--- src/rtl/rsws_pkg.sv ---
// Package for the range scan window smoother.
// Holds the request and result payload types and the state machine encodings.
// It has no dependencies and is compiled before every other file of the block.
`default_nettype none

package rsws_pkg;

    localparam int RANGE_BITS = 16;

    typedef struct packed {
        logic [RANGE_BITS-1:0] range_mm;
        logic                  sample_valid;
        logic                  last_sample;
    } t_in_item;

    typedef struct packed {
        logic [RANGE_BITS-1:0] smoothed_mm;
        logic                  any_valid;
        logic                  last_result;
    } t_out_item;

    typedef enum logic [0:0] {
        F_IDLE,
        F_STEP
    } t_front_state;

    typedef enum logic [1:0] {
        B_IDLE,
        B_DIV,
        B_HOLD
    } t_back_state;

endpackage

`default_nettype wire

--- src/rtl/rsws_front.sv ---
// Front end of the range scan window smoother: tap window, running sum and tap count.
// It issues one divide job per emitted result, including the flush at scan end.
// Depends on rsws_pkg.
`default_nettype none

module rsws_front #(
    parameter int HALF_TAPS = 2,
    localparam int WIN        = 2 * HALF_TAPS + 1,
    localparam int SUMW       = rsws_pkg::RANGE_BITS + $clog2(WIN),
    localparam int CNTW       = $clog2(WIN + 1),
    localparam int JOB_W      = SUMW + CNTW + rsws_pkg::RANGE_BITS + 1
) (
    input  wire logic               i_clk,
    input  wire logic               i_rst_n,
    input  wire logic               i_in_valid,
    output logic                    o_in_ready,
    input  wire rsws_pkg::t_in_item i_in_data,
    output logic                    o_push,
    output logic [JOB_W-1:0]        o_job,
    input  wire logic               i_full
);
    import rsws_pkg::*;

    localparam int FW = $clog2(HALF_TAPS + 1);

    t_front_state          r_state, n_state;
    logic [RANGE_BITS-1:0] r_taps [WIN];
    logic [WIN-1:0]        r_tvld;
    logic [SUMW-1:0]       r_sum;
    logic [CNTW-1:0]       r_cnt;
    logic [FW-1:0]         r_fill, n_fill;
    logic                  r_emit, n_emit;
    logic                  r_mark, n_mark;
    logic                  r_flush, n_flush;
    logic [FW-1:0]         r_pend, n_pend;
    logic [FW-1:0]         r_step, n_step;

    logic                  shift_en;
    logic [RANGE_BITS-1:0] shift_val;
    logic                  shift_vld;
    logic                  win_clr;
    logic [SUMW-1:0]       sum_out;
    logic [SUMW-1:0]       sum_in;
    logic                  step_done;

    assign step_done = !r_emit || !i_full;

    always_comb begin
        n_state = r_state;
        case (r_state)
            F_IDLE: begin
                if (i_in_valid) begin
                    n_state = F_STEP;
                end
            end
            F_STEP: begin
                if (step_done && (!r_flush || r_step == FW'(HALF_TAPS))) begin
                    n_state = F_IDLE;
                end
            end
            default: n_state = F_IDLE;
        endcase
    end

    always_comb begin
        o_in_ready = (r_state == F_IDLE);
        o_push     = 1'b0;
        shift_en   = 1'b0;
        shift_val  = i_in_data.range_mm;
        shift_vld  = i_in_data.sample_valid;
        win_clr    = 1'b0;
        n_fill     = r_fill;
        n_emit     = r_emit;
        n_mark     = r_mark;
        n_flush    = r_flush;
        n_pend     = r_pend;
        n_step     = r_step;
        case (r_state)
            F_IDLE: begin
                if (i_in_valid) begin
                    shift_en = 1'b1;
                    n_emit   = (r_fill == FW'(HALF_TAPS));
                    n_mark   = 1'b0;
                    n_flush  = i_in_data.last_sample;
                    n_step   = '0;
                    if (r_fill == FW'(HALF_TAPS)) begin
                        n_pend = FW'(HALF_TAPS);
                    end else begin
                        n_fill = r_fill + FW'(1);
                        n_pend = r_fill + FW'(1);
                    end
                end
            end
            F_STEP: begin
                o_push = r_emit && !i_full;
                if (step_done) begin
                    if (r_flush) begin
                        if (r_step == FW'(HALF_TAPS)) begin
                            win_clr = 1'b1;
                            n_fill  = '0;
                            n_flush = 1'b0;
                            n_emit  = 1'b0;
                        end else begin
                            shift_en  = 1'b1;
                            shift_val = '0;
                            shift_vld = 1'b0;
                            n_emit    = ({1'b0, r_step} + {1'b0, r_pend})
                                        >= (FW + 1)'(HALF_TAPS);
                            n_mark    = (r_step == FW'(HALF_TAPS - 1));
                            n_step    = r_step + FW'(1);
                        end
                    end else begin
                        n_emit = 1'b0;
                    end
                end
            end
            default: ;
        endcase
    end

    assign sum_out = r_tvld[0] ? SUMW'(r_taps[0]) : '0;
    assign sum_in  = shift_vld ? SUMW'(shift_val) : '0;
    assign o_job   = {r_sum, r_cnt, r_taps[HALF_TAPS], r_mark};

    always_ff @(posedge i_clk) begin
        if (!i_rst_n) begin
            r_state <= F_IDLE;
            r_tvld  <= '0;
            r_sum   <= '0;
            r_cnt   <= '0;
            r_fill  <= '0;
            r_emit  <= 1'b0;
            r_mark  <= 1'b0;
            r_flush <= 1'b0;
            r_pend  <= '0;
            r_step  <= '0;
        end else begin
            r_state <= n_state;
            r_fill  <= n_fill;
            r_emit  <= n_emit;
            r_mark  <= n_mark;
            r_flush <= n_flush;
            r_pend  <= n_pend;
            r_step  <= n_step;
            if (win_clr) begin
                r_tvld <= '0;
                r_sum  <= '0;
                r_cnt  <= '0;
            end else if (shift_en) begin
                r_tvld <= {shift_vld, r_tvld[WIN-1:1]};
                r_sum  <= r_sum - sum_out + sum_in;
                r_cnt  <= r_cnt - CNTW'(r_tvld[0]) + CNTW'(shift_vld);
            end
        end
    end

    always_ff @(posedge i_clk) begin
        if (shift_en) begin
            for (int i = 0; i < WIN - 1; i++) begin
                r_taps[i] <= r_taps[i+1];
            end
            r_taps[WIN-1] <= shift_val;
        end
    end

    a_cnt_matches_valid: assert property (@(posedge i_clk) disable iff (!i_rst_n)
        r_cnt == CNTW'($countones(r_tvld)))
        else $error("Tap count disagrees with the window valid bits.");

    a_idle_not_flushing: assert property (@(posedge i_clk) disable iff (!i_rst_n)
        (r_state == F_IDLE) |-> (!r_flush && r_fill <= FW'(HALF_TAPS)))
        else $error("Front end is idle with a flush pending or fill count out of range.");

endmodule

`default_nettype wire

--- src/rtl/rsws_queue.sv ---
// Short job queue between the front end and the divider of the window smoother.
// Register based, one write and one read port; no package dependencies.
`default_nettype none

module rsws_queue #(
    parameter int WIDTH = 8,
    parameter int DEPTH = 2
) (
    input  wire logic             i_clk,
    input  wire logic             i_rst_n,
    input  wire logic             i_push,
    input  wire logic [WIDTH-1:0] i_data,
    output logic                  o_full,
    input  wire logic             i_pop,
    output logic [WIDTH-1:0]      o_data,
    output logic                  o_empty
);
    localparam int PW = $clog2(DEPTH);
    localparam int CW = $clog2(DEPTH + 1);

    logic [WIDTH-1:0] r_mem [DEPTH];
    logic [PW-1:0]    r_wp;
    logic [PW-1:0]    r_rp;
    logic [CW-1:0]    r_cnt;

    assign o_full  = (r_cnt == CW'(DEPTH));
    assign o_empty = (r_cnt == '0);
    assign o_data  = r_mem[r_rp];

    always_ff @(posedge i_clk) begin
        if (!i_rst_n) begin
            r_wp  <= '0;
            r_rp  <= '0;
            r_cnt <= '0;
        end else begin
            if (i_push) begin
                r_wp <= (r_wp == PW'(DEPTH - 1)) ? '0 : r_wp + PW'(1);
            end
            if (i_pop) begin
                r_rp <= (r_rp == PW'(DEPTH - 1)) ? '0 : r_rp + PW'(1);
            end
            if (i_push && !i_pop) begin
                r_cnt <= r_cnt + CW'(1);
            end else if (i_pop && !i_push) begin
                r_cnt <= r_cnt - CW'(1);
            end
        end
    end

    always_ff @(posedge i_clk) begin
        if (i_push) begin
            r_mem[r_wp] <= i_data;
        end
    end

    a_no_overflow: assert property (@(posedge i_clk) disable iff (!i_rst_n)
        !(i_push && o_full))
        else $error("Job queue written while full.");

    a_no_underflow: assert property (@(posedge i_clk) disable iff (!i_rst_n)
        !(i_pop && o_empty))
        else $error("Job queue read while empty.");

endmodule

`default_nettype wire

--- src/rtl/rsws_back.sv ---
// Back end of the range scan window smoother: serial restoring divider and result register.
// Takes jobs from the queue and produces one result per job. Depends on rsws_pkg.
`default_nettype none

module rsws_back #(
    parameter int HALF_TAPS = 2,
    localparam int WIN        = 2 * HALF_TAPS + 1,
    localparam int SUMW       = rsws_pkg::RANGE_BITS + $clog2(WIN),
    localparam int CNTW       = $clog2(WIN + 1),
    localparam int JOB_W      = SUMW + CNTW + rsws_pkg::RANGE_BITS + 1
) (
    input  wire logic                i_clk,
    input  wire logic                i_rst_n,
    input  wire logic                i_empty,
    input  wire logic [JOB_W-1:0]    i_job,
    output logic                     o_pop,
    output logic                     o_out_valid,
    input  wire logic                i_out_ready,
    output rsws_pkg::t_out_item      o_out_data
);
    import rsws_pkg::*;

    localparam int CTRW = $clog2(SUMW);

    t_back_state           r_state, n_state;
    logic [SUMW-1:0]       r_dvd;
    logic [CNTW-1:0]       r_div;
    logic [CNTW-1:0]       r_rem;
    logic [CTRW-1:0]       r_ctr;
    logic [RANGE_BITS-1:0] r_centre;
    logic                  r_last;
    logic                  r_any;
    logic                  r_ovld;
    t_out_item             r_odata;

    logic [SUMW-1:0]       job_sum;
    logic [CNTW-1:0]       job_cnt;
    logic [RANGE_BITS-1:0] job_centre;
    logic                  job_last;
    logic [CNTW:0]         rem_sh;
    logic [CNTW:0]         diff;
    logic                  qbit;
    logic                  load_out;

    assign job_sum    = i_job[JOB_W-1 -: SUMW];
    assign job_cnt    = i_job[RANGE_BITS+1 +: CNTW];
    assign job_centre = i_job[1 +: RANGE_BITS];
    assign job_last   = i_job[0];

    assign rem_sh = {r_rem, r_dvd[SUMW-1]};
    assign diff   = rem_sh - {1'b0, r_div};
    assign qbit   = (rem_sh >= {1'b0, r_div});

    always_comb begin
        n_state = r_state;
        case (r_state)
            B_IDLE: begin
                if (!i_empty) begin
                    n_state = (job_cnt == '0) ? B_HOLD : B_DIV;
                end
            end
            B_DIV: begin
                if (r_ctr == CTRW'(SUMW - 1)) begin
                    n_state = B_HOLD;
                end
            end
            B_HOLD: begin
                if (!r_ovld || i_out_ready) begin
                    n_state = B_IDLE;
                end
            end
            default: n_state = B_IDLE;
        endcase
    end

    always_comb begin
        o_pop    = (r_state == B_IDLE) && !i_empty;
        load_out = (r_state == B_HOLD) && (!r_ovld || i_out_ready);
    end

    assign o_out_valid = r_ovld;
    assign o_out_data  = r_odata;

    always_ff @(posedge i_clk) begin
        if (!i_rst_n) begin
            r_state <= B_IDLE;
            r_ovld  <= 1'b0;
        end else begin
            r_state <= n_state;
            if (load_out) begin
                r_ovld <= 1'b1;
            end else if (i_out_ready) begin
                r_ovld <= 1'b0;
            end
        end
    end

    always_ff @(posedge i_clk) begin
        if (o_pop) begin
            r_dvd    <= job_sum;
            r_div    <= job_cnt;
            r_rem    <= '0;
            r_ctr    <= '0;
            r_centre <= job_centre;
            r_last   <= job_last;
            r_any    <= (job_cnt != '0);
        end else if (r_state == B_DIV) begin
            r_dvd <= {r_dvd[SUMW-2:0], qbit};
            r_rem <= qbit ? diff[CNTW-1:0] : rem_sh[CNTW-1:0];
            r_ctr <= r_ctr + CTRW'(1);
        end
        if (load_out) begin
            r_odata.smoothed_mm <= r_any ? r_dvd[RANGE_BITS-1:0] : r_centre;
            r_odata.any_valid   <= r_any;
            r_odata.last_result <= r_last;
        end
    end

    a_div_nonzero: assert property (@(posedge i_clk) disable iff (!i_rst_n)
        (r_state == B_DIV) |-> (r_div != '0 && r_any))
        else $error("Divider running with a zero tap count.");

endmodule

`default_nettype wire

--- src/rtl/range_scan_window_smoother.sv ---
// Top level of the range scan window smoother.
// Connects rsws_front, rsws_queue and rsws_back; payload types come from rsws_pkg.
// Each range sample is replaced by the truncated mean of the valid samples in a centered
// window of 2*HALF_TAPS+1 taps, restricted to the current scan; with no valid tap the raw
// center sample is passed and any_valid is low. Results lag the requests by HALF_TAPS, and
// the request marked last flushes the remaining results, the final one carrying last_result.
// The front end takes a request in F_IDLE and handles it in F_STEP, stalling while the
// job queue is full. Each result with a valid tap costs the back end one bit per cycle of a
// restoring divide over the 16+clog2(taps) bit window sum, and that divider sets the
// sustained rate. A two entry job queue lets the front end run ahead while it works.
`default_nettype none

module range_scan_window_smoother #(
    parameter int HALF_TAPS = 2
) (
    input  wire logic                i_clk,
    input  wire logic                i_rst_n,
    input  wire logic                i_in_valid,
    output logic                     o_in_ready,
    input  wire rsws_pkg::t_in_item  i_in_data,
    output logic                     o_out_valid,
    input  wire logic                i_out_ready,
    output rsws_pkg::t_out_item      o_out_data
);
    import rsws_pkg::*;

    localparam int WIN         = 2 * HALF_TAPS + 1;
    localparam int SUMW        = RANGE_BITS + $clog2(WIN);
    localparam int CNTW        = $clog2(WIN + 1);
    localparam int JOB_W       = SUMW + CNTW + RANGE_BITS + 1;
    localparam int QUEUE_DEPTH = 2;

    logic             push;
    logic             full;
    logic             pop;
    logic             empty;
    logic [JOB_W-1:0] job_in;
    logic [JOB_W-1:0] job_out;

    rsws_front #(
        .HALF_TAPS(HALF_TAPS)
    ) u_front (
        .i_clk      (i_clk),
        .i_rst_n    (i_rst_n),
        .i_in_valid (i_in_valid),
        .o_in_ready (o_in_ready),
        .i_in_data  (i_in_data),
        .o_push     (push),
        .o_job      (job_in),
        .i_full     (full)
    );

    rsws_queue #(
        .WIDTH(JOB_W),
        .DEPTH(QUEUE_DEPTH)
    ) u_queue (
        .i_clk   (i_clk),
        .i_rst_n (i_rst_n),
        .i_push  (push),
        .i_data  (job_in),
        .o_full  (full),
        .i_pop   (pop),
        .o_data  (job_out),
        .o_empty (empty)
    );

    rsws_back #(
        .HALF_TAPS(HALF_TAPS)
    ) u_back (
        .i_clk       (i_clk),
        .i_rst_n     (i_rst_n),
        .i_empty     (empty),
        .i_job       (job_out),
        .o_pop       (pop),
        .o_out_valid (o_out_valid),
        .i_out_ready (i_out_ready),
        .o_out_data  (o_out_data)
    );

endmodule

`default_nettype wire

--- config.mk ---
export PLATFORM = sky130hd
export DESIGN_NAME = range_scan_window_smoother
export DESIGN_NICKNAME = d
export VERILOG_FILES = /design/src/rtl/rsws_pkg.sv /design/src/rtl/rsws_front.sv /design/src/rtl/rsws_queue.sv /design/src/rtl/rsws_back.sv /design/src/rtl/range_scan_window_smoother.sv
export SDC_FILE = /design/constraint.sdc
export NUM_CORES = 1
export LEC_CHECK = 0
export BUFFER_PORTS_ARGS = -buffer_cell sky130_fd_sc_hd__buf_2
export CORE_MARGIN = 2
export CORE_UTILIZATION = 56
export DETAILED_ROUTE_END_ITERATION = 7
export PLACE_DENSITY = 0.76
export SLEW_MARGIN = 20
export SYNTH_ARGS = -nofsm -noshare
export SYNTH_HDL_FRONTEND = slang
export SYNTH_SLANG_ARGS = --single-unit
--- constraint.sdc ---
create_clock -name i_clk -period 4 [get_ports i_clk]
set_clock_uncertainty 0.05 [all_clocks]
set_input_delay 0 -clock i_clk [delete_from_list [all_inputs] [get_ports i_clk]]
set_output_delay 0 -clock i_clk [all_outputs]
set_load 0.01 [all_outputs]
* Word level (Yosys, flattened, before mapping) *
Memory sizes are Yosys's and may differ from the RTL's. A register that Yosys moved wholly into a read port is not among the register bits.
Index checks and enable logic that the tools add are counted.

cells by class
  add/sub/neg operators = 13
  $lt $le $gt $ge = 2
  equality and inequality tests = 16
  muxes and demuxes = 68
  bitwise logic cells = 2
  reduce and logical (&&, ||, !) cells = 29

operators by type and width
  kind                                            number
  2-to-1 mux 16 bit                               7
  2-to-1 mux 19 bit                               2
  2-to-1 mux 1 bit                                34
  2-to-1 mux 2 bit                                16
  adder 19 bit                                    1
  subtractor 19 bit                               1
  != test 2 bit (second input constant)           7
  one-hot mux 1 bit (2 select lines)              5
  == test 2 bit (second input constant)           4
  one-hot mux 2 bit (2 select lines)              2
  logical NOT 1 bit                               7
  adder 2 x 1 -> 2 bit (second input constant)    3
  logical AND 1 bit                               6
  one-hot mux 2 bit (3 select lines)              1
  nonzero test 2 bit                              3
  adder 5 x 1 -> 5 bit (second input constant)    1
  == test 5 bit (second input constant)           1
  AND reduction 5 bit                             1
  == test 2 x 1 -> 1 bit (second input constant)  2
  greater-or-equal comparator 4 x 3 -> 1 bit      1
  logical NOT 2 bit                               2
  != test 2 x 1 -> 1 bit (second input constant)  2
  AND reduction 2 bit                             2
  AND reduction 4 bit                             1
  other kinds (14)                                18

word-level totals
  register bits after elaboration = 110
  memory bits (writable) = 158
  word-level logic and storage cells = 157
  memories kept = 2

memory list
  name            words  width  rd ports  clocked after Yosys merged registers in  write ports  line              source
  u_front.r_taps  5      16     5         0                                        5            rsws_front.sv:27  logic [RANGE_BITS-1:0] r_taps [WIN];
  u_queue.r_mem   2      39     1         1                                        1            rsws_queue.sv:21  logic [WIDTH-1:0] r_mem [DEPTH];

* Depth between registers and ports, before layout *
  word-level depth = 8
  mapped depth = 19
  depth with buffers taken out = 16

* By module *
A second synthesis with hierarchy kept.

unflattened totals
  cells, all modules = 855
  area total of the unflattened synthesis = 11,549.8 um^2

by module, submodules not included
  module      times used  cells each  area an instance (um^2)  seq. area each (um^2)
  rsws_front  1           495         5,634.2                  3,143.0
  rsws_queue  1           143         3,029.2                  2,442.3
  rsws_back   1           217         2,886.5                  1,961.9

* Least setup slack after synthesis *
OpenSTA, ideal clock, no wires.

  kind = reg2reg
  from = reg u_front.r_step[0]
  to = reg u_front.r_cnt[1]
  data arrival time = 3.936 ns
  required time = 3.695 ns
  setup slack = -0.241 ns
  cell stages (with the launch flop) = 10
  path buffers = 2
  clock period less this slack = 4.241 ns
  path through = dfxtp_1 -> inv_1 -> ha_1 -> nor2b_1 -> and3_1 -> nor2_1 -> clkbuf_2 -> inv_1 -> buf_1 -> a211oi_1

between the ends
  elaborated cells between the ends (all ways) = 15
  those cells by class = add/sub (1); eq/ne (1); mux (12); reduce/logical (1)

RTL lines
  item                                line               source
  start: declaration                  rsws_front.sv:36   logic [FW-1:0] r_step, n_step;
  start signal: assignment            rsws_front.sv:144  r_step <= n_step;
  == test 2 bit                       rsws_front.sv:98   if (r_step == FW'(HALF_TAPS)) begin
  2-to-1 mux 1 bit                    rsws_front.sv:98
  2-to-1 mux 1 bit                    rsws_front.sv:97   if (r_flush) begin
  2-to-1 mux 1 bit                    rsws_front.sv:96   if (step_done) begin
  one-hot mux 1 bit (2 select lines)  rsws_front.sv:78   case (r_state)
  via u_front.shift_en                rsws_front.sv:38   logic shift_en;
  end signal: assignment              rsws_front.sv:152  r_cnt <= r_cnt - CNTW'(r_tvld[0]) + CNTW'(shift_vld);
  end: declaration                    rsws_front.sv:30   logic [CNTW-1:0] r_cnt;

The timed path passes the listed nets, and every way through them passes these cells.
A chain may end at the register's enable or synchronous reset.

* Worst setup path after layout *
  from = reg u_front.r_step[1]
  to = reg u_front.r_sum[18]

between the ends
  cells in the longest elaborated chain, start to end = 7
  elaborated cells between the ends (all ways) = 20
  those cells by class = add/sub (1); eq/ne (1); mux (17); reduce/logical (1)

RTL lines
  item                                                          line               source
  == test 2 bit (*)                                             rsws_front.sv:98
  2-to-1 mux 16 bit / 2-to-1 mux 1 bit (equally long branches)  rsws_front.sv:98
  2-to-1 mux 16 bit / 2-to-1 mux 1 bit (equally long branches)  rsws_front.sv:97
  2-to-1 mux 16 bit / 2-to-1 mux 1 bit (equally long branches)  rsws_front.sv:96
  2-to-1 mux 16 bit / 2-to-1 mux 1 bit (equally long branches)  rsws_front.sv:78
  2-to-1 mux 16 bit                                             rsws_front.sv:122  assign sum_in = shift_vld ? SUMW'(shift_val) : '0;
  adder 19 bit                                                  rsws_front.sv:151  r_sum <= r_sum - sum_out + sum_in;
  end signal: assignment                                        rsws_front.sv:151
  end: declaration                                              rsws_front.sv:29   logic [SUMW-1:0] r_sum;

Mark *: on every way between the ends. The rest lies on a longest branch, timed or not.

==> results.yml <==
outcome:
  status: "complete, no violations"
critical_path:
  critPathKind: "register to register"
  crit_path_max_fanout: 9
  r2r-end: "u_front.r_sum[18]"
  arrival_ps: 4240
  ff2ff_path_depth: 17
  startpoint_type: "register"
  r2r_start: "u_front.r_step[1]"
  worstSetupEndpointType: "register"
  critPathRequiredTime_ps: 4400
  regToRegSetupSlack_ps: 160
power_and_ir_drop:
  swShare_pct: 29.6
  ir_drop_mv: 0.374
  power_density_nw_per_um2: 674
  p_total_mw: 8.79
  p_int_mw: 6.19
  p_leak_nw: 4.88
  p_seq_share_pct: 44.3
  combPwrFrac_pct: 27.6
  clkPwrFrac_pct: 28.1
  p_switching_mw: 2.60
detailed_routing:
  vias_per_cell: 5.24
  num_vias: 6225
  drtIter0Drc: 544
  wl_um: 19200
  route.detailed.drc: 0
  met1_length_um: 9110
  postRouteAntennaNets: 0
  wl_met2_um: 8680
  dr.pass1.iters: 5
  route.met3.wl_um: 1110
  wl_per_cell_um: 16.1
  top_layer: "met4"
timing:
  relSlewSlack_pct: 31.0
  rsz0062_at_grt: "true"
  slew_violations: 0
  finalCritPeriodShare_pct: 95.9
  min_period_ps: 3840
  max_freq_ghz: 0.261
  finalHoldViolCount: 0
  setup_viol: 0
  tightestPinTransition_ps: 1030
  setup_ws_ps: 163
synthesis:
  synth_xor_area_share_pct: 1.79
  ys_seq_area_share_pct: 67.0
  syn_nets: 890
  ys.flop_type: "edfxtp_1"
  postSynthCellCount: 818
  synth-edff-count: 216
  synthArstFlopShare_pct: 0
  synth_area_um2: 11300
  synth_top_area_share_pct: 57.6
  synth-seq-cells: 269
  yosysMostFrequentCell: "edfxtp_1"
  synthAdderAreaFrac_pct: 6.82
  synth_top_area_cell: "edfxtp_1"
  synth_compound_area_share_pct: 6.93
  synth.distinct_cells: 47
  avgSynthCellArea_um2: 13.8
  synth_common_cells: "216 x edfxtp_1, 72 x inv_1, 67 x nand2_1, 53 x dfxtp_1, 51 x a21oi_1"
  ys_warn_count: 0
  synth_top_family_by_area: "simple AND/OR/NAND/NOR gates"
  synthSimpleGateAreaFrac_pct: 8.48
  synthTopCellsByArea: "edfxtp_1 58%, dfxtp_1 9.4%, mux2_2 3.7%"
  synth_mux_area_share_pct: 5.57
hold_path:
  hold_class: "input port to register"
  hold_end: "u_front.r_taps[4][14]"
  hold_depth: 3
  hold_start: "i_in_data[16]"
clocking:
  cts_tree: "done"
  clk_pin_slew_ps: 60
  ctsHtreeMaxLevel: 1
  clockBufferDepth: 3
  cts_inserted_buffers: 27
  cts_sinks: 269
  clock_latency_ps: 520
  cts_root_buf: "clkbuf_16"
floorplanning:
  die_h_um: 146
  io_pins: 42
  coreArea_um2: 19600
  initial_core_util_pct: 57.5
  fp-row-count: 51
  dieWidth_um: 146
  dieArea_um2: 21300
final_layout:
  n_antenna_cell: 0
  post-route-util_pct: 66.5
  syn2layout_area_growth_pct: 15.8
  drive_above_1_share_pct: 16.8
  fillers: 1387
  nets: 978
  fin_cells: 1189
flow_run:
  cap_violations: 0
placement:
  placed_cells: 1114
  dp_slack_ps: 83.7
  io_buffers: 41
  gp_congestion: 0.984
  dp_hpwl_um: 12500
global_routing:
  track_usage_pct: 18.2
  grt_pass1_vias: 6053
  grt_max_degree: 63
  antenna_found_initial: 0
  gr-total-overflow: 0
  grt_pass1_wl_um: 31000
-- cell usage in the layout, fill, tap and decap left out, drive strengths merged, types with 25 or more instances in the layout --
| cell type | count |
|---|---|
| nand2 | 67 |
| clkbuf | 33 |
| a21oi | 51 |
| inv | 71 |
| mux2 | 37 |
| nor2b | 25 |
| edfxtp | 216 |
| nor2 | 42 |
| and2 | 26 |
| ha | 31 |
| dfxtp | 53 |
| buf | 64 |
-- what timing repair did --
| item | in CTS | in global routing |
|---|---|---|
| endpoints found under the setup margin | 0 | 7 |
| resized for setup | 0 | 6 |
| setup buffers | 0 | 3 |
| hold buffers | 24 | 0 |
| endpoints found under the hold margin | 40 | 0 |
-- per-layer routing --
metal / up-vias / global-route usage [%]
met5: - / 0
met4: 0 / 4.36
met3: 32 / 3.17
met2: 162 / 28.6
met1: 2963 / 26.7
li1: 3068 / -
-- cell families after synthesis --
group,Yosys count
adders and majority gates,50
buffers and inverters,101
and+or+nand+nor,197
DFF,269
muxes,58
AOI/OAI and AO/OA,120
xor gates and xnor gates,23
-- registers in the layout, summed over array words and instances (netlist names), 2 cells and up, named ones only --
signal             cells
u_back.o_out_data     18
u_back.r_centre       16
u_back.r_ctr           5
u_back.r_div           3
u_back.r_dvd          19
u_back.r_rem           3
u_back.r_state         2
u_front.r_cnt          3
u_front.r_fill         2
u_front.r_pend         2
u_front.r_step         2
u_front.r_sum         19
u_front.r_taps        80
u_front.r_tvld         5
u_queue.r_cnt          2
u_queue.r_mem         78
-- how the worst max path moves through the flow --
stage / start / endpoint / slack, ps / cells past startpoint
finish: u_front.r_step[1] / u_front.r_sum[18] / 160 / 17
global placement: u_front.r_step[0] / u_front.r_sum[16] / 200 / 17
detailed placement: u_front.r_step[0] / u_front.r_sum[16] / 80 / 17
global route: u_front.r_step[0] / u_front.r_sum[16] / -20 / 17
floorplan: u_front.r_step[0] / u_front.r_sum[16] / 0.5 / 18
CTS: u_front.r_step[0] / u_front.r_sum[16] / 30 / 17
-- cell type report --
cell class,count,area (um2),share of cell area [%]
Clock buffer,33,698,5.36
Sequential cell,269,7550,57.9
Clock inverter,14,174,1.33
Inverter,72,272,2.08
Timing Repair Buffer,88,651,4.99
Multi-Input combinational cell,448,3360,25.8
Tap cell,265,332,2.54
-- per-stage QoR --
step                      setup TNS (ps)  cell area (um2)  hold WS [ps]
after global routing               -21.6            13000           308
after CTS                              0            13000           280
after global placement                 0            11900           205
after floorplan                        0            11300          78.2
final                                  0            13000           296
after detailed placement               0            11900           243
-- power by group through the flow --
stage               Clock, mW  Combinational (mW)  Sequential [mW]
detailed placement          0                2.30             3.94
global placement            0                2.26             3.92
floorplan                   0                1.82             3.83
finish                   2.47                2.43             3.89
global route             2.62                2.71             3.94
CTS                      2.52                2.35             3.89
-- critical path, stage by stage, from the launching register on --
cell,delay [ps]
dfxtp_1,360
ha_1,220
nor2b_2,70
and3_1,190
nor2b_2,170
buf_4,160
buf_4,160
nand2_1,80
fa_1,480
inv_1,50
ha_2,370
and4_1,260
nand4_1,140
o221ai_2,310
a221oi_2,110
xnor2_1,140
or3_1,300
a21oi_1,140
Note: power is estimated with default switching activity, not from simulation.
